## config.mk

```make
export PLATFORM = sky130hd
export DESIGN_NAME = wds_lane
export DESIGN_NICKNAME = d
export VERILOG_FILES = /design/src/hdl/wds_pkg.sv /design/src/hdl/wds_lane.sv
export SDC_FILE = /design/constraint.sdc
export NUM_CORES = 2
export LEC_CHECK = 0
export ABC_AREA = 1
export BUFFER_PORTS_ARGS = -buffer_cell sky130_fd_sc_hd__buf_2
export CAP_MARGIN = 15
export CELL_PAD_IN_SITES_DETAIL_PLACEMENT = 0
export CELL_PAD_IN_SITES_GLOBAL_PLACEMENT = 1
export CORE_MARGIN = 2
export CORE_UTILIZATION = 50
export CTS_CLUSTER_SIZE = 10
export DETAILED_ROUTE_END_ITERATION = 8
export PLACE_DENSITY = 0.87
export SLEW_MARGIN = 20
export SYNTH_ARGS = -nofsm -noshare
export SYNTH_HDL_FRONTEND = slang
export SYNTH_SLANG_ARGS = --single-unit
export TNS_END_PERCENT = 5
```

## constraint.sdc

```tcl
create_clock -name clk -period 11.5 [get_ports clk]
set_input_delay 2.3 -clock clk [delete_from_list [all_inputs] [get_ports clk]]
set_output_delay 2.3 -clock clk [all_outputs]
set_load 0.01 [all_outputs]
```

## src/hdl/wds_pkg.sv

```systemverilog
`timescale 1ns / 1ps

package wds_pkg;

	// sample and state geometry
	localparam int SAMPLE_WIDTH        = 24;
	localparam int EXTRA_FRACTION_BITS = 16;
	localparam int NUM_CH              = 6;
	localparam int TRIPLE              = 3;
	localparam int ST_W                = SAMPLE_WIDTH + EXTRA_FRACTION_BITS;
	localparam int DIFF_W              = ST_W + 1;

	// gain multiply split: diff = hi * 2^16 + lo
	localparam int LO_W    = 16;
	localparam int HI_W    = DIFF_W - LO_W;
	localparam int RATE_W  = 17;
	localparam int GAIN_SW = RATE_W + 1;
	localparam int PH_W    = HI_W + GAIN_SW;
	localparam int PL_W    = LO_W + RATE_W;
	localparam int STEP_W  = PH_W + 1;

	// dead-zone length check
	localparam int SQ_W     = 2 * SAMPLE_WIDTH - 1;
	localparam int SUM_W    = 2 * SAMPLE_WIDTH;
	localparam int THR_W    = 16;
	localparam int THR_SQ_W = 2 * THR_W;
	localparam int CMP_W    = (SUM_W > THR_SQ_W) ? SUM_W : THR_SQ_W;

	// configuration port
	localparam int CFG_IDX_W  = 2;
	localparam int CFG_DATA_W = RATE_W;

	localparam logic [CFG_IDX_W-1:0] CFG_FORCE_DZ    = CFG_IDX_W'(0);
	localparam logic [CFG_IDX_W-1:0] CFG_TORQUE_DZ   = CFG_IDX_W'(1);
	localparam logic [CFG_IDX_W-1:0] CFG_FILTER_RATE = CFG_IDX_W'(2);

	localparam logic [RATE_W-1:0]   RATE_ONE     = RATE_W'(65536);
	localparam logic [RATE_W-1:0]   GAIN_RESET   = RATE_W'(65536 - 16384);
	localparam logic [THR_SQ_W-1:0] THR_SQ_RESET = THR_SQ_W'(51 * 51);

	typedef struct packed {
		logic signed [SAMPLE_WIDTH-1:0] force_x;
		logic signed [SAMPLE_WIDTH-1:0] force_y;
		logic signed [SAMPLE_WIDTH-1:0] force_z;
		logic signed [SAMPLE_WIDTH-1:0] torque_x;
		logic signed [SAMPLE_WIDTH-1:0] torque_y;
		logic signed [SAMPLE_WIDTH-1:0] torque_z;
	} in_beat_t;

	typedef struct packed {
		logic signed [SAMPLE_WIDTH-1:0] smooth_force_x;
		logic signed [SAMPLE_WIDTH-1:0] smooth_force_y;
		logic signed [SAMPLE_WIDTH-1:0] smooth_force_z;
		logic signed [SAMPLE_WIDTH-1:0] smooth_torque_x;
		logic signed [SAMPLE_WIDTH-1:0] smooth_torque_y;
		logic signed [SAMPLE_WIDTH-1:0] smooth_torque_z;
	} out_beat_t;

	// stage enables and dead-zone verdict for one lane
	typedef struct packed {
		logic en_s1;
		logic en_s2;
		logic en_s3;
		logic en_s4;
		logic upd;
		logic zero;
	} lane_ctrl_t;

endpackage

```

## src/hdl/wds_lane.sv

```systemverilog
`timescale 1ns / 1ps

module wds_lane (
	input  logic                                      clk,
	input  logic                                      arst_n,
	input  wds_pkg::lane_ctrl_t                       ctrl,
	input  logic [wds_pkg::RATE_W-1:0]                gain,
	input  logic signed [wds_pkg::SAMPLE_WIDTH-1:0]   x,
	output logic [wds_pkg::SQ_W-1:0]                  sq,
	output logic signed [wds_pkg::SAMPLE_WIDTH-1:0]   smooth
);

	logic signed [wds_pkg::SAMPLE_WIDTH-1:0]   x_s1;
	logic [wds_pkg::SQ_W-1:0]                  sq_s2;
	logic signed [wds_pkg::DIFF_W-1:0]         dk_s2;
	logic signed [wds_pkg::DIFF_W-1:0]         dz_s2;
	logic signed [wds_pkg::DIFF_W-1:0]         diff_s3;
	logic signed [wds_pkg::PH_W-1:0]           ph_s4;
	logic [wds_pkg::PL_W-1:0]                  pl_s4;
	logic signed [wds_pkg::ST_W-1:0]           state_q;

	logic signed [2*wds_pkg::SAMPLE_WIDTH-1:0] x_sq;
	logic signed [wds_pkg::ST_W-1:0]           target;
	logic signed [wds_pkg::HI_W-1:0]           hi;
	logic [wds_pkg::LO_W-1:0]                  lo;
	logic signed [wds_pkg::GAIN_SW-1:0]        gain_s;
	logic signed [wds_pkg::PH_W-1:0]           ph;
	logic [wds_pkg::PL_W-1:0]                  pl;
	logic signed [wds_pkg::STEP_W-1:0]         step;
	logic signed [wds_pkg::STEP_W-1:0]         nxt;

	// square of the sample and both candidate differences
	assign x_sq   = (2*wds_pkg::SAMPLE_WIDTH)'(x_s1) * (2*wds_pkg::SAMPLE_WIDTH)'(x_s1);
	assign target = wds_pkg::ST_W'(x_s1) <<< wds_pkg::EXTRA_FRACTION_BITS;

	// gain multiply in two partial products, floor of the low part kept exact
	assign hi     = diff_s3[wds_pkg::DIFF_W-1:wds_pkg::LO_W];
	assign lo     = diff_s3[wds_pkg::LO_W-1:0];
	assign gain_s = $signed({1'b0, gain});
	assign ph     = wds_pkg::PH_W'(gain_s) * wds_pkg::PH_W'(hi);
	assign pl     = wds_pkg::PL_W'(gain) * wds_pkg::PL_W'(lo);

	// state moves towards the target; the mix never leaves the state range
	assign step = wds_pkg::STEP_W'(ph_s4)
		+ wds_pkg::STEP_W'($signed({1'b0, pl_s4[wds_pkg::PL_W-1:wds_pkg::LO_W]}));
	assign nxt  = wds_pkg::STEP_W'(state_q) + step;

	// datapath stages
	always_ff @(posedge clk) begin
		if (ctrl.en_s1) begin
			x_s1 <= x;
		end
		if (ctrl.en_s2) begin
			sq_s2 <= x_sq[wds_pkg::SQ_W-1:0];
			dk_s2 <= wds_pkg::DIFF_W'(target) - wds_pkg::DIFF_W'(state_q);
			dz_s2 <= -wds_pkg::DIFF_W'(state_q);
		end
		if (ctrl.en_s3) begin
			diff_s3 <= ctrl.zero ? dz_s2 : dk_s2;
		end
		if (ctrl.en_s4) begin
			ph_s4 <= ph;
			pl_s4 <= pl;
		end
	end

	// smoother state
	always_ff @(posedge clk or negedge arst_n) begin
		if (!arst_n) begin
			state_q <= '0;
		end else if (ctrl.upd) begin
			state_q <= nxt[wds_pkg::ST_W-1:0];
		end
	end

	assign sq     = sq_s2;
	assign smooth = state_q[wds_pkg::ST_W-1:wds_pkg::EXTRA_FRACTION_BITS];

endmodule

```

# Yosys cells after proc, flatten, opt, wreduce, memory -nomap -nowiden
# Cells that the tools add are included.
[word_totals]
ramBits = 0
in_bits = 49
register_bits = 307
rom_bits = 0
latch_bits = 0
n_memories = 0
[op_classes]
n_bitwise = 0
mux = 1
shifts = 0
eq_ne = 0
n_mul = 3
n_reduce_logical = 0
div_mod_pow = 0
order_cmp = 0
n_addsub = 4
[op_table]
columns = ["op", "count"]
rows = [
  ["$mul 24x24->47", 1],
  ["$mux 41", 1],
  ["$neg 40->41", 1],
  ["$sub 40x40->41", 1],
  ["$add 40x18->40", 1],
  ["$add 40x40->40", 1],
  ["$mul 18x25->40", 1],
  ["$mul 17x16->33", 1],
]

# Depth between registers and ports, before layout
[logic_depth]
ltp_word = 2
mapped_depth = 30
ltp_nobuf = 28

# Least setup slack after synthesis
# Ideal clock, no wire load.
[synth_path]
path_type = "in2reg"
from = "input gain[3] (netlist bit)"
to = "register ph_s4[38] (netlist bit) (data pin)"
n_path_buf = 2
stages = 24
path_slack_ps = 3992
setup_time_ps = 253
arrival_ps = 7255
path_cell_list = "clkbuf_1 clkbuf_1 nand2_1 fa_1 inv_1 fa_1 inv_1 fa_1 inv_1 fa_1 inv_1 fa_1 inv_1 fa_1 ha_1 nand2_1 nor2_1 inv_1 nor2_1 inv_1 nor3_1 nand3_1 nand4_1 nand2_1"
[synth_via]
elab_chain_cells = 1
[synth_rtl]
columns = ["element", "line", "source"]
rows = [
  ["start, declared", "wds_lane.sv:7", "input logic [wds_pkg::RATE_W-1:0] gain,"],
  ["$mul 18x25->40", "wds_lane.sv:40", "assign ph = wds_pkg::PH_W'(gain_s) * wds_pkg::PH_W'(hi);"],
  ["net ph (one bit)", "wds_lane.sv:27", "logic signed [wds_pkg::PH_W-1:0] ph;"],
  ["end signal, assigned", "wds_lane.sv:62", "ph_s4 <= ph;"],
  ["end, declared", "wds_lane.sv:18", "logic signed [wds_pkg::PH_W-1:0] ph_s4;"],
]
# The timed path passes the listed nets, and every way through them passes these cells.
# A chain may end at the register's enable or synchronous reset.

# Worst setup path after layout
[layout_path]
from = "input gain[3] (netlist bit)"
to = "register ph_s4[31] (netlist bit) (data pin)"
# Same word-level chain as after synthesis.

==> impl_summary.txt <==
----------------------------------------------------
[Yosys]
  Number of synthesized flops with an enable pin ... about 230
  Count leader, synth ... inv_1
  Async set-or-reset flop fraction in the synthesized netlist ... 14.60%
  Yosys cell types ... between 40 and 50
  Post-Syn Area per Cell ... about 8.1 sq um
  #FFs+latches synth ... between 200 and 300
  Area leader, netlist ... fa_1
  Synth top cells by count ... 2081 x inv_1, 1905 x nand2_1, 1167 x fa_1, 427 x ha_1, 358 x nor2_1
  Post-Synthesis Net Count ... slightly above 9000
  Count of warnings emitted by yosys ... 0
  Cell area after synthesis ... 0.05992 sq mm
  Area share of the largest cell type after synthesis ... between 30 and 40%
  Primary flip-flop cell chosen by synthesis mapping ... edfxtp_1
  Synthesized netlist cell count ... roughly 7400
  Synth area leaders ... fa_1 39%, inv_1 13%, nand2_1 12%, edfxtp_1 12%, ha_1 8.9%
  Register area share after synthesis ... 13.40%

[STA]
  Post-layout min period ... 8.117 ns
  Number of endpoints with negative hold slack in the final report ... 0
  RSZ-0062 raised after global routing ... no
  Setup skew after layout ... 0.04427 ns
  Fmax ... 0.1232 GHz
  Relative slew slack ... ~18%
  Least-Margin Pin Slew ... ~1.2 ns
  Max Slew Vio Count ... 0
  Total negative slack for setup checks ... 0 ns
  Count of final setup violators ... 0
  Final worst path period share ... between 70% and 80%

[Drt]
  Total vias in the final route ... around 47000
  DRC viols ... 0
  Detailed Route Iter0 Violations ... ~3400
  DR pass1 iterations ... 6
  Routed vias/inst ... between 5 and 6
  Drt wl/cell ... approximately 20 um
  Routed wire length ... 178400 um
  Antenna-violating nets left ... 0

[Clocking]
  Insertion delay of the later-clocked pin in the worst-skew pair ... around 0.57 ns
  Count of cells resized by post-cts repair ... 0
  CTS tree ... built
  CTS Root Buffer Type ... clkbuf_16
  Clock slew seen by the registers of the worst setup and hold paths ... 0.05 ns
  Cts bufs inserted ... 39
  CTS sink count ... between 200 and 300
  Largest buffer count on any clock path ... 3
  CTS H-tree lvls ... 2
  Hold-fix buffers at CTS ... 0
  Setup Fix Bufs, Post-CTS ... 0

[Worst setup path]
  Data required, critical path ... about 12 ns
  Top fanout value on the critical path ... between 40 and 50
  Start-to-end type of the worst setup path ... input pin to flop
  Startpoint class of the critical path ... input pin
  Critical Path End Type ... flop
  Data arrival time at the worst-slack endpoint ... ~8.4 ns

[Floorplan]
  Die width ... between 300 and 400 um
  Top-level port count ... between 100 and 150
  Area of the die ... around 0.12 sq mm
  Number of core rows ... approximately 130
  Initial core utilization ... 50.21%
  Die Height ... roughly 350 um
  Core area ... around 0.12 sq mm

[Layout]
  Total number of nets in the final design ... approximately 9000
  Share of final-layout standard cells stronger than drive strength 1 ... roughly 4%
  Footprint of the multi-input gates ... ~0.043 sq mm
  Filler instances ... between 10000 and 15000
  Sequential Area ... between 0.008 and 0.009 sq mm
  P&R area growth vs syn ... 5.289%

[GRT]
  First-pass GRT wire length ... 282900 um
  Global router's overall resource usage ... around 30%
  Number of antenna violations at the first check in global routing ... 3
  Maximum number of pins on one net before global-route repair ... 67
  Vias in the first global route ... between 40000 and 50000
  Overall overflow remaining after global route ... 0

[Run]
  Max Cap Viol ... 0

[Worst hold path]
  Class of the tightest hold or removal check ... flop to flop

[Placement]
  Number of port buffers ... between 100 and 150
  Global placer's final weighted congestion ... a little under 1
  Final HPWL DP ... between 100000 and 150000 um

[Status]
  Result of the run ... finished, final reports clean

----------------------------------------------------
==> cell type report <==
class | count | area share (%)
multi-input combinational | 4767 | 68.04
antenna | 1 | 0.003966
clock buffer | 49 | 1.719
sequential | 274 | 12.72
tap | 1612 | 3.197
clock inverter | 16 | 0.3986
timing repair buffer | 164 | 1.491
inverter | 2089 | 12.43
==> cells by family (layout without fill, tap and decap cells) <==
family	Yosys count	in the layout	share of synthesized area, %
adders and majority gates	1594	1594	47.90
other	1	2	0.006258
AOI/OAI and AO/OA	387	387	3.562
DFF	274	274	13.40
xor gates and xnor gates	147	147	2.149
muxes	25	25	0.4698
buffers and inverters	2364	2318	14.97
and+or+nand+nor	2613	2613	17.54
==> worst paths after layout <==
check	slack [ns]	start	end	cells past startpoint
max	3.38	gain[3]	ph_s4[31]$_DFFE_PP_	19
min	0.42	dk_s2[2]$_DFFE_PP_	diff_s3[2]$_DFFE_PP_	0
max reg2reg	3.51	x_s1[23]$_DFFE_PP_	sq[39]$_DFFE_PP_	20
min reg2reg	0.42	dk_s2[2]$_DFFE_PP_	diff_s3[2]$_DFFE_PP_	0
max in group asynchronous	9.33	arst_n	state_q[14]$_DFFE_PN0P_	1
min in group asynchronous	1.74	arst_n	state_q[24]$_DFFE_PN0P_	1
==> stage by stage <==
step	hold slack (ns)	instance area (sq um)	utilization, %	instances	setup WS (ns)
finish	0.4213	63090	52.87	8972	3.383
CTS	0.4180	63090	52.86	8971	3.464
detailed placement	0.4061	61750	51.74	8906	2.916
floorplan	0.4469	59920	-	7405	3.992
global route	0.4298	63090	52.87	8972	3.072
global placement	0.4068	61750	51.74	8906	2.915
==> routing by layer <==
layer	up-vias	global-route usage, %	wire, um
li1	21328	-	-
met1	23424	41.31	75040
met2	1599	49.93	84390
met3	290	3.504	11720
met4	0	10.73	7242
met5	-	0	0
==> flip-flops by register name, indices dropped and copies added, names as in the netlist <==
| name | cells |
|---|---|
| dk_s2 | 41 |
| pl_s4 | 17 |
| dz_s2 | 25 |
| ph_s4 | 40 |
| state_q | 40 |
| diff_s3 | 41 |
| x_s1 | 24 |
| sq | 46 |
==> worst max-delay path: stages <==
cell and delay [ns]:
buf_2 0.81, nand2_1 0.20, fa_1 0.59, inv_1 0.05, fa_1 0.56, fa_1 0.46
fa_1 0.55, inv_1 0.05, fa_1 0.47, inv_1 0.05, fa_1 0.45, ha_1 0.37
a21oi_1 0.20, inv_1 0.06, nor2_1 0.21, nand2_1 0.11, nor2_1 0.33, o21ai_0 0.19
xor2_1 0.39
==> placed cells by master (no fill, tap or decap), drive strengths merged, types with 50 or more instances in the layout <==
cell    Yosys  layout
nand2    1909    1909
buf        26     164
nand4      55      55
xor2       97      97
a21oi     186     186
xnor2      50      50
nand3     192     192
fa       1167    1167
o21ai     125     125
nor2      369     369
ha        427     427
edfxtp    234     234
inv      2089    2090
Power is left out: the tool's default activity adds up to more than one toggle a clock period on the data nets, which glitch-free logic cannot reach.
