### src/hdl/wds_pkg.sv
`timescale 1ns / 1ps

package wds_pkg;

	// sample and state geometry
	localparam int SAMPLE_WIDTH        = 24;
	localparam int EXTRA_FRACTION_BITS = 16;
	localparam int NUM_CH              = 6;
	localparam int TRIPLE              = 3;
	localparam int ST_W                = SAMPLE_WIDTH + EXTRA_FRACTION_BITS;
	localparam int DIFF_W              = ST_W + 1;

	// gain multiply split: diff = hi * 2^16 + lo
	localparam int LO_W    = 16;
	localparam int HI_W    = DIFF_W - LO_W;
	localparam int RATE_W  = 17;
	localparam int GAIN_SW = RATE_W + 1;
	localparam int PH_W    = HI_W + GAIN_SW;
	localparam int PL_W    = LO_W + RATE_W;
	localparam int STEP_W  = PH_W + 1;

	// dead-zone length check
	localparam int SQ_W     = 2 * SAMPLE_WIDTH - 1;
	localparam int SUM_W    = 2 * SAMPLE_WIDTH;
	localparam int THR_W    = 16;
	localparam int THR_SQ_W = 2 * THR_W;
	localparam int CMP_W    = (SUM_W > THR_SQ_W) ? SUM_W : THR_SQ_W;

	// configuration port
	localparam int CFG_IDX_W  = 2;
	localparam int CFG_DATA_W = RATE_W;

	localparam logic [CFG_IDX_W-1:0] CFG_FORCE_DZ    = CFG_IDX_W'(0);
	localparam logic [CFG_IDX_W-1:0] CFG_TORQUE_DZ   = CFG_IDX_W'(1);
	localparam logic [CFG_IDX_W-1:0] CFG_FILTER_RATE = CFG_IDX_W'(2);

	localparam logic [RATE_W-1:0]   RATE_ONE     = RATE_W'(65536);
	localparam logic [RATE_W-1:0]   GAIN_RESET   = RATE_W'(65536 - 16384);
	localparam logic [THR_SQ_W-1:0] THR_SQ_RESET = THR_SQ_W'(51 * 51);

	typedef struct packed {
		logic signed [SAMPLE_WIDTH-1:0] force_x;
		logic signed [SAMPLE_WIDTH-1:0] force_y;
		logic signed [SAMPLE_WIDTH-1:0] force_z;
		logic signed [SAMPLE_WIDTH-1:0] torque_x;
		logic signed [SAMPLE_WIDTH-1:0] torque_y;
		logic signed [SAMPLE_WIDTH-1:0] torque_z;
	} in_beat_t;

	typedef struct packed {
		logic signed [SAMPLE_WIDTH-1:0] smooth_force_x;
		logic signed [SAMPLE_WIDTH-1:0] smooth_force_y;
		logic signed [SAMPLE_WIDTH-1:0] smooth_force_z;
		logic signed [SAMPLE_WIDTH-1:0] smooth_torque_x;
		logic signed [SAMPLE_WIDTH-1:0] smooth_torque_y;
		logic signed [SAMPLE_WIDTH-1:0] smooth_torque_z;
	} out_beat_t;

	// stage enables and dead-zone verdict for one lane
	typedef struct packed {
		logic en_s1;
		logic en_s2;
		logic en_s3;
		logic en_s4;
		logic upd;
		logic zero;
	} lane_ctrl_t;

endpackage

### src/hdl/wds_merge.sv
`timescale 1ns / 1ps

module wds_merge (
	input  logic [wds_pkg::SQ_W-1:0]     sq_a,
	input  logic [wds_pkg::SQ_W-1:0]     sq_b,
	input  logic [wds_pkg::SQ_W-1:0]     sq_c,
	input  logic [wds_pkg::THR_SQ_W-1:0] thr_sq,
	output logic                         zero
);

	logic [wds_pkg::SUM_W-1:0] len_sq;

	// squared length of the triple against the squared threshold
	assign len_sq = wds_pkg::SUM_W'(sq_a) + wds_pkg::SUM_W'(sq_b) + wds_pkg::SUM_W'(sq_c);
	assign zero   = wds_pkg::CMP_W'(len_sq) < wds_pkg::CMP_W'(thr_sq);

endmodule

### config.mk
export PLATFORM = sky130hd
export DESIGN_NAME = wds_merge
export DESIGN_NICKNAME = d
export VERILOG_FILES = /design/src/hdl/wds_pkg.sv /design/src/hdl/wds_merge.sv
export SDC_FILE = /design/constraint.sdc
export NUM_CORES = 1
export LEC_CHECK = 0
export BUFFER_PORTS_ARGS = -buffer_cell sky130_fd_sc_hd__buf_2
export CORE_MARGIN = 5
export CORE_UTILIZATION = 48
export DETAILED_ROUTE_END_ITERATION = 10
export PLACE_DENSITY = 0.89
export SLEW_MARGIN = 20
export SYNTH_ARGS = -nofsm -noshare
export SYNTH_HDL_FRONTEND = slang
export SYNTH_SLANG_ARGS = --single-unit
### constraint.sdc
create_clock -name vclk -period 4.9
set_clock_uncertainty 0.15 [all_clocks]
set_input_delay 0.245 -clock vclk [all_inputs]
set_output_delay 0.245 -clock vclk [all_outputs]
set_load 0.01 [all_outputs]
Yosys cells after proc, flatten, opt, wreduce, memory -nomap -nowiden
Cells that the tools add are included.
{ "word_totals": {"reg_bits": 0, "in_bits": 173, "elab_cells": 3} }
{ "classes": {"n_addsub": 2, "magnitude_cmp": 1} }
{ "op_table": {"columns": ["operator", "count"], "rows": [
  ["47-bit by 47-bit adder with 48-bit output", 1],
  ["48-bit by 47-bit adder with 48-bit output", 1],
  ["48-bit by 32-bit less-than comparator with 1-bit output", 1]
]} }

Depth between registers and ports, before layout
Gate-level depths: netlist of run 1.
{ "depth": {"ltp_word": 3, "mapped_depth": 26, "ltp_nobuf": 26} }

Least setup slack after synthesis of run 1
OpenSTA, ideal clock, no wires.
{ "synth_timing": {"path_kind": "input -> output", "start": "input port sq_a[1] (netlist name)", "end": "output port zero", "t_arrival_ps": 4899, "setup_slack_ps": -394, "cell_stages": 25, "path_buffers": 0, "cell_sequence": "inv_1 -> fa_1 -> inv_1 -> ha_1 -> inv_1 -> fa_1 -> nand2b_1 -> a21oi_1 -> o2111ai_1 -> a31oi_1 -> a31oi_1 -> nor3_1 -> nor2_1 -> xnor2_1 -> ha_1 -> a221oi_1 -> nand3_1 -> a31oi_1 -> nand4b_1 -> nor4_1 -> nand3_1 -> a211o_1 -> nor4b_2 -> o211ai_1 -> a2111oi_2"} }
{ "synth_between": {"elab_chain_len": 3} }
{ "synth_rtl": {"columns": ["item", "line_no", "text"], "rows": [
  ["start: declaration", "wds_merge.sv:4", "input logic [wds_pkg::SQ_W-1:0] sq_a,"],
  ["47-bit by 47-bit adder with 48-bit output", "wds_merge.sv:14", "assign len_sq = wds_pkg::SUM_W'(sq_a) + wds_pkg::SUM_W'(sq_b) + wds_pkg::SUM_W'(sq_c);"],
  ["48-bit by 47-bit adder with 48-bit output", "wds_merge.sv:14", null],
  ["48-bit by 32-bit less-than comparator with 1-bit output", "wds_merge.sv:15", "assign zero = wds_pkg::CMP_W'(len_sq) < wds_pkg::CMP_W'(thr_sq);"],
  ["end: declaration", "wds_merge.sv:8", "output logic zero"]
]} }
Every way passes these cells.

Worst setup path after layout of run 1
Ends and elaborated chain as after synthesis.

==> impl_metrics.json, run 1 <==
{
  "outcome": "complete, but fails checks",
  "violations": "negative setup slack",
  "drcViolationCount": 0,
  "design_area_um2": 6460,
  "max_freq_ghz": 0.187,
  "fin_ws_ps": -445,
  "finalMaxSlewViolations": 0,
  "dp_hpwl_um": 13700,
  "instances_no_fill": 994,
  "crit_path_start_kind": "input pin",
  "wl_met3_um": 998,
  "syn_avg_cell_area_um2": 7.59,
  "fin_crit_sh_pct": 109,
  "place_area_um2": 6330,
  "post_drt_wl_per_cell_um": 15.3,
  "met2_length_um": 7870,
  "grt_pass1_vias": 5689,
  "gp_congestion": 0.933,
  "pin_count": 174,
  "wl_um": 15200,
  "arrival_ps": 4950,
  "drive_gt1_share_pct": 34.6,
  "place_inst": 993,
  "antenna_left": 0,
  "first_iter_violations": 294,
  "syn_area_um2": 4670,
  "finalSetupViolations": 1,
  "synth_top_area_cell": "ha_1",
  "vias": 5626,
  "grt-ovfl-total": 0,
  "critPathCaptureType": "output pin",
  "synth_top_area_share_pct": 20.6,
  "grt_setup_unrepaired": "true",
  "initial_core_util_pct": 48.4,
  "top_layer_used": "met4",
  "synthDistinctLibCells": 67,
  "portBuffers": 174,
  "syn-num-nets": 913,
  "p_leak_nw": 3.21,
  "powerDensity_nw_per_um2": 253,
  "die_y_um": 109,
  "yosysSeqAreaShare_pct": 0,
  "worstPathRequired_ps": 4510,
  "area_delta_synth_final_pct": 38.4,
  "grt_util_all_layers_pct": 24.7,
  "die_area_um2": 11800,
  "n_antenna_cell": 0,
  "first_pass_iters": 4,
  "grt_pass1_wl_um": 24300,
  "hold_path_class": "in2out",
  "hold_viol_final": 0,
  "coreArea_um2": 9640,
  "antenna_found_initial": 0,
  "irDropWorstVdd_v": 0.000115,
  "die_w_um": 109,
  "ff_latch_area_um2": 0,
  "criticalPathCategory": "in2out",
  "synth_warnings": 0,
  "clock_buffers": 0,
  "nets": 1161,
  "seq_cell_count": 0,
  "vias_per_cell": 5.66,
  "tightestPinTransition_ps": 567,
  "final_util_pct": 67.0,
  "rows": 36,
  "drv_cap": 0,
  "met1Wirelength_um": 5940,
  "min_period_ps": 5340,
  "synth_area_leaders": "ha_1 (21%), fa_1 (21%), a21oi_1 (7.6%), nand2_1 (4.7%), inv_1 (4.6%)",
  "crit_fanout": 3,
  "slew_headroom_pct": 61.8,
  "grt_start_max_net_pins": 11,
  "synthCells": 615
}
==> synth_stat cells (5+ instances only) <==
cell,count
o211ai_1,6
nand2b_1,5
and3_1,6
nor3_1,9
o21ai_0,29
nor2b_1,5
ha_1,77
a31oi_1,10
nand3_1,21
xnor2_1,21
a21o_1,14
nand2_1,59
a21oi_1,71
o21ai_1,13
o2111ai_1,6
inv_1,57
nor2_1,40
nand4_1,14
fa_1,48
a211oi_1,9
xor2_1,10
clkbuf_1,12
==> cells in the final DEF, fill, tap and decap left out, types with 3 or more instances in the layout <==
master       n
inv_2        4
nor2_1      40
nand3_1     21
a21oi_2      6
a211o_1      3
a211oi_1     9
xor2_1      10
buf_4       90
o211ai_1     6
nor2b_1      5
a31oi_1      8
o21ai_0     28
ha_1        74
buf_2      172
o2111ai_1    4
o21ai_1     14
or3_1        4
fa_1        47
o21a_1       4
a21boi_0     3
a221oi_1     3
xnor2_1     21
a21o_1      14
nand4_1     14
and3_1       6
a21oi_1     66
nor3_2       3
nand2_1     59
nand2b_1     4
and4_1       3
inv_1       53
nor3_1       7
==> area by class of cell <==
type               instances  area, um^2
multi-input cells        540        4520
fillers                  827        3180
repair buffers           264        1560
inverters                 57         214
well taps                133         166
==> kinds of logic after synthesis <==
logic type / count (synthesis) / synth area share, %
adder cells (fa/ha/maj): 125 / 41.2
AO/OA/AOI/OAI: 196 / 26.1
XOR/XNOR: 31 / 5.82
buffers and inverters: 75 / 6.38
multiplexers: 1 / 0.214
AND/OR/NAND/NOR: 187 / 20.2
==> per-stage QoR <==
| step | hold WS (ps) | total power [mW] | worst slack [ps] | setup TNS (ps) |
|---|---|---|---|---|
| 3_5_place_dp | 1200 | 1.56 | -558 | -558 |
| 3_3_place_gp | 1190 | 1.52 | -354 | -354 |
| 2_1_floorplan | 913 | 0.996 | -55.1 | -55.1 |
| 6_report | 1210 | 1.63 | -445 | -445 |
| 5_1_grt | 1260 | 1.80 | -768 | -768 |
| 4_1_cts | 1200 | 1.58 | -491 | -491 |
==> power by group <==
group          switching (mW)  internal, mW
Combinational           0.874         0.757
Clock                       0             0
Sequential                  0             0
Total                   0.874         0.757
==> worst paths after layout <==
path                  startpoint    to  slack [ps]  cells past startpoint
worst max-delay path     sq_a[1]  zero        -440                     27
worst min-delay path    sq_c[43]  zero        1210                      6
==> critical path, stage by stage <==
cell       delay, ps
buf_6             70
inv_2             30
fa_1             450
inv_1             70
ha_2             200
inv_2             40
fa_2             340
nand2b_4         170
a21oi_4          160
o2111ai_4        150
a31oi_4          250
a31oi_4          120
nor3_2           120
nor2_1            60
xnor2_1          130
ha_1             330
a221oi_2         250
nand3_1          130
a31oi_1          170
nand4b_1         120
nor4_2           140
nand3_1          100
a211o_1          270
nor4b_2          260
o211ai_1         140
a2111oi_2        230
buf_2            200
==> metal layers <==
| layer | track usage, % | up-vias |
|---|---|---|
| met5 | 0 | - |
| met4 | 6.49 | 0 |
| met3 | 1.97 | 39 |
| met2 | 47.6 | 225 |
| met1 | 29.1 | 2627 |
| li1 | - | 2735 |
==> repair_timing <==
action | 4_1_cts | 5_1_grt
pin swaps | 1 | 4
endpoints found under the setup margin | 1 | 1
gates resized for setup | 8 | 15
hold buffers | 0 | 0
buffers inserted | 1 | 0
Power figures use the tool's default switching activity.
==> inputs of run 2 (changes only) <==
--- a/config.mk
+++ b/config.mk
@@ -6,11 +6,12 @@
 export NUM_CORES = 1
 export LEC_CHECK = 0
 export BUFFER_PORTS_ARGS = -buffer_cell sky130_fd_sc_hd__buf_2
+export CORE_ASPECT_RATIO = 1.4
 export CORE_MARGIN = 5
 export CORE_UTILIZATION = 48
 export DETAILED_ROUTE_END_ITERATION = 10
 export PLACE_DENSITY = 0.89
-export SLEW_MARGIN = 20
+export SLEW_MARGIN = 10
 export SYNTH_ARGS = -nofsm -noshare
 export SYNTH_HDL_FRONTEND = slang
 export SYNTH_SLANG_ARGS = --single-unit
==> run 2 against run 1 <==
  * The run still ends with negative setup slack left
  * Combinational power about the same
  * Wire length rose by 1.7%
  * Largest power group unchanged
  * Final cell count rose by 0.91%
  * Utilization rose by 0.71 points
  * Non-clock buffer count is 10 higher
  * Clock-buffer cell count unchanged
  * Global-route usage increased by 0.73 points
==> impl_metrics.json, run 2 (same netlist as run 1, synthesis figures left out) <==
{
  "outcome": "complete, but fails checks",
  "violations": "negative setup slack",
  "grt_pass1_vias": 5975,
  "grt_util_all_layers_pct": 25.4,
  "pwr-share-comb_pct": 100.0,
  "wl_um": 15500,
  "powerDensity_nw_per_um2": 255,
  "drcViolationCount": 0,
  "max_freq_ghz": 0.181,
  "cp_num_buf_inv": 5,
  "slowest_stage": "fa_1",
  "gp_congestion": 1.04,
  "tightestPinTransition_ps": 654,
  "min_period_ps": 5520,
  "antenna_found_initial": 0,
  "pwr-share-seq_pct": 0,
  "vias_per_cell": 5.63,
  "clockPowerShare_pct": 0,
  "slew_headroom_pct": 56.2,
  "seq_cell_count": 0,
  "dp_hpwl_um": 14100,
  "grt_pass1_wl_um": 25200,
  "crit_path_start_kind": "input pin",
  "cts_hold_buf": 0,
  "grt-ovfl-total": 0,
  "fin_crit_sh_pct": 113,
  "p_leak_nw": 3.26,
  "die_area_um2": 11800,
  "final_common_cell": "buf_2",
  "post_drt_wl_per_cell_um": 15.4,
  "layout_common_cells": "buf_2 (172), buf_4 (100), ha_1 (76)",
  "n_antenna_cell": 0,
  "hold_start": "sq_c[43]",
  "finalMaxSlewViolations": 0,
  "critPathCaptureType": "output pin",
  "drv_cap": 0,
  "portBuffers": 174,
  "first_pass_iters": 6,
  "drive_gt1_share_pct": 34.2,
  "irDropWorstVdd_v": 0.000120,
  "crit_path_start": "sq_a[1]",
  "criticalPathCategory": "in2out",
  "die_w_um": 93.3,
  "hold_ws_ps": 1160,
  "fin_ws_ps": -617,
  "first_iter_violations": 190,
  "max_stage_delay_ps": 470,
  "fill_cells": 841,
  "arrival_ps": 5120,
  "die_y_um": 127,
  "crit_fanout": 3,
  "nets": 1171,
  "pin_count": 174,
  "p_total_mw": 1.64,
  "initial_core_util_pct": 49.1,
  "fin_tns_setup_ps": -617,
  "hold_viol_final": 0,
  "power_switching_mw": 0.870,
  "grt_setup_unrepaired": "true",
  "worstPathRequired_ps": 4510,
  "finalSetupViolations": 1,
  "coreArea_um2": 9510,
  "antenna_left": 0,
  "hold_path_class": "in2out",
  "rows": 42,
  "switching_share_pct": 53.0,
  "clock_buffers": 0,
  "post-cts-setup-buffers": 0,
  "area_delta_synth_final_pct": 38.0,
  "p_int_mw": 0.772,
  "cp_top_family": "compound AO/OA/AOI/OAI gates",
  "vias": 5651,
  "grt_start_max_net_pins": 11,
  "ff_latch_area_um2": 0
}
## run 2: changes by cell type in the layout (fill, tap and decap cells not counted), sizes merged
cell,before,now
buf,264,274
## run 2: power groups by stage
stage / Sequential (mW) / Clock, mW / Combinational, mW
floorplan: 0 / 0 / 0.996
global placement: 0 / 0 / 1.58
finish: 0 / 0 / 1.64
CTS: 0 / 0 / 1.63
global route: 0 / 0 / 1.82
detailed placement: 0 / 0 / 1.62
## run 2: path summary, 6_finish.rpt
kind / to / slack (ps) / depth (start not counted)
setup / recovery: zero / -620 / 27
hold / removal: zero / 1160 / 6
## run 2: metrics by stage
step / setup WS [ps] / instances / utilization, % / instance area, um^2
2_1_floorplan: -55.1 / 615 / - / 4710
5_1_grt: -875 / 1003 / 67.7 / 6440
6_report: -617 / 1003 / 67.7 / 6440
3_5_place_dp: -590 / 1003 / 67.4 / 6410
4_1_cts: -615 / 1003 / 67.5 / 6420
3_3_place_gp: -509 / 1003 / 67.4 / 6410
## run 2: layer usage
metal	wire length, um	part of all wire [%]	track usage [%]	up-vias
met5	0	0	0	-
met4	789	5.1	11.7	0
met3	863	5.6	2.13	62
met2	8520	55	51.1	261
met1	5310	34	25.4	2578
li1	-	-	-	2750
## run 2: cell type report
cell class | count | area, um^2 | share of cell area [%]
inverters | 57 | 216 | 3.36
well taps | 132 | 165 | 2.56
repair buffers | 274 | 1630 | 25.4
multi-input cells | 540 | 4420 | 68.7
## run 2: worst min-delay path, stage by stage
cell	delay, ps
buf_2	80
fa_1	150
ha_1	260
inv_1	110
a2111oi_2	80
buf_2	140
## run 2: repair_timing
action / in CTS / in global routing
hold endpoints to repair: 0 / 0
resized for setup: 1 / 8
pin swaps: 4 / 0
endpoints found under the setup margin: 1 / 1
==> inputs of run 3 (changes only) <==
==> constraint.sdc (replaced) <==
create_clock -name vclk -period 4.7
set_clock_uncertainty 0.15 [all_clocks]
set_input_delay 0.235 -clock vclk [all_inputs]
set_output_delay 0.235 -clock vclk [all_outputs]
set_load 0.01 [all_outputs]
==> run 3 against run 2 <==
  * The flow still finishes with violations (negative setup slack)
  * Wire length increased by 1.3%
  * Final area increased by 0.91%
  * Worst setup slack got worse by 41 ps
  * First-iteration DRC count increased by 14%
  * Worst hold slack improved by 24 ps
  * Non-clock buffer count increased by 8
  * Combinational power increased by 6%
  * Sequential cell count unchanged
  * Global-route usage increased by 0.51 points
  * Die area unchanged
  * Critical endpoint unchanged
  * Highest routed layer unchanged
==> impl_metrics.json, run 3 (same netlist as run 1, synthesis figures left out) <==
{
  "design_area_um2": 6500,
  "post_drt_wl_per_cell_um": 15.5,
  "tightestPinTransition_ps": 657,
  "clock_buffers": 0,
  "crit_top_cell": "inv_1",
  "grt_util_all_layers_pct": 25.9,
  "critPathCaptureType": "output pin",
  "finalSetupViolations": 1,
  "p_total_mw": 1.74,
  "fill_cells": 800,
  "crit_path_start_kind": "input pin",
  "vias": 5740,
  "grt-ovfl-total": 0,
  "worstPathRequired_ps": 4320,
  "slowest_stage": "fa_1",
  "die_area_um2": 11800,
  "rows": 42,
  "crit_fanout": 3,
  "place_area_um2": 6470,
  "initial_core_util_pct": 49.1,
  "powerDensity_nw_per_um2": 267,
  "violations": "negative setup slack",
  "slew_headroom_pct": 55.9,
  "antenna_found_initial": 0,
  "holdPathStages": 6,
  "portBuffers": 174,
  "ff_latch_area_um2": 0,
  "layout_common_cells": "buf_2 (174), buf_4 (108), ha_1 (77)",
  "die_y_um": 127,
  "min_period_ps": 5360,
  "max_freq_ghz": 0.187,
  "coreArea_um2": 9510,
  "n_antenna_cell": 0,
  "vias_per_cell": 5.68,
  "final_util_pct": 68.3,
  "hold_path_class": "in2out",
  "nets": 1179,
  "fin_crit_sh_pct": 114,
  "irDropWorstVdd_v": 0.000132,
  "arrival_ps": 4970,
  "grt_pass1_wl_um": 25700,
  "instances_no_fill": 1011,
  "gr-usage-met3_pct": 2.37,
  "grt_setup_unrepaired": "true",
  "max_stage_delay_ps": 470,
  "met1_usage_pct": 25.1,
  "grt_start_max_net_pins": 11,
  "hold_viol_final": 0,
  "seq_cell_count": 0,
  "gp_congestion": 0.972,
  "p_leak_nw": 3.30,
  "drv_cap": 0,
  "dp_hpwl_um": 14200,
  "final_common_cell": "buf_2",
  "drcViolationCount": 0,
  "die_w_um": 93.3,
  "grt_pass1_vias": 6187,
  "pin_count": 174,
  "grt.busiest_layer": "met2",
  "fin_ws_ps": -658,
  "cts_hold_buf": 0,
  "drive_gt1_share_pct": 34.7,
  "use_met2_pct": 52.7,
  "first_pass_iters": 5,
  "place_inst": 1011,
  "outcome": "complete, but fails checks",
  "antenna_left": 0,
  "first_iter_violations": 216,
  "area_delta_synth_final_pct": 39.2,
  "wl_um": 15700,
  "finalMaxSlewViolations": 0,
  "criticalPathCategory": "in2out"
}
-- run 3: what timing repair did --
item,4_1_cts,5_1_grt
resized for setup,3,3
endpoints found under the setup margin,1,1
pin swaps,1,1
buffers inserted,0,0
-- run 3: routing by layer --
layer	wire, um	share of wire (%)
met3	900	5.7
met4	743	4.7
met1	5350	34
met2	8700	55
met5	0	0
-- run 3: worst paths after layout --
check     start   end
min    sq_c[43]  zero
max     sq_a[1]  zero
-- run 3: report_power, final --
| group | switching [mW] | internal (mW) | total (mW) |
|---|---|---|---|
| logic | 0.914 | 0.823 | 1.74 |
| registers | 0 | 0 | 0 |
| clock network | 0 | 0 | 0 |
| total | 0.914 | 0.823 | 1.74 |
-- run 3: layout make-up --
type | instances | area [um^2] | area share, %
tap | 132 | 165 | 2.54
multi-input combinational | 540 | 4440 | 68.3
inverter | 57 | 214 | 3.29
timing repair buffer | 282 | 1680 | 25.9
-- run 3: stage by stage --
stage,worst slack [ps],hold WS (ps),TNS [ps]
floorplan,-235,893,-235
finish,-658,1190,-658
CTS,-688,1190,-688
global route,-982,1260,-982
detailed placement,-682,1200,-682
global placement,-662,1190,-662
-- run 3: critical path: cells and delay by family --
kind,cells,cell delay (ps)
compound gates,9,1720
buf+inv,5,440
simple gates,8,1140
xor+xnor,1,210
fa+ha+maj,4,1240
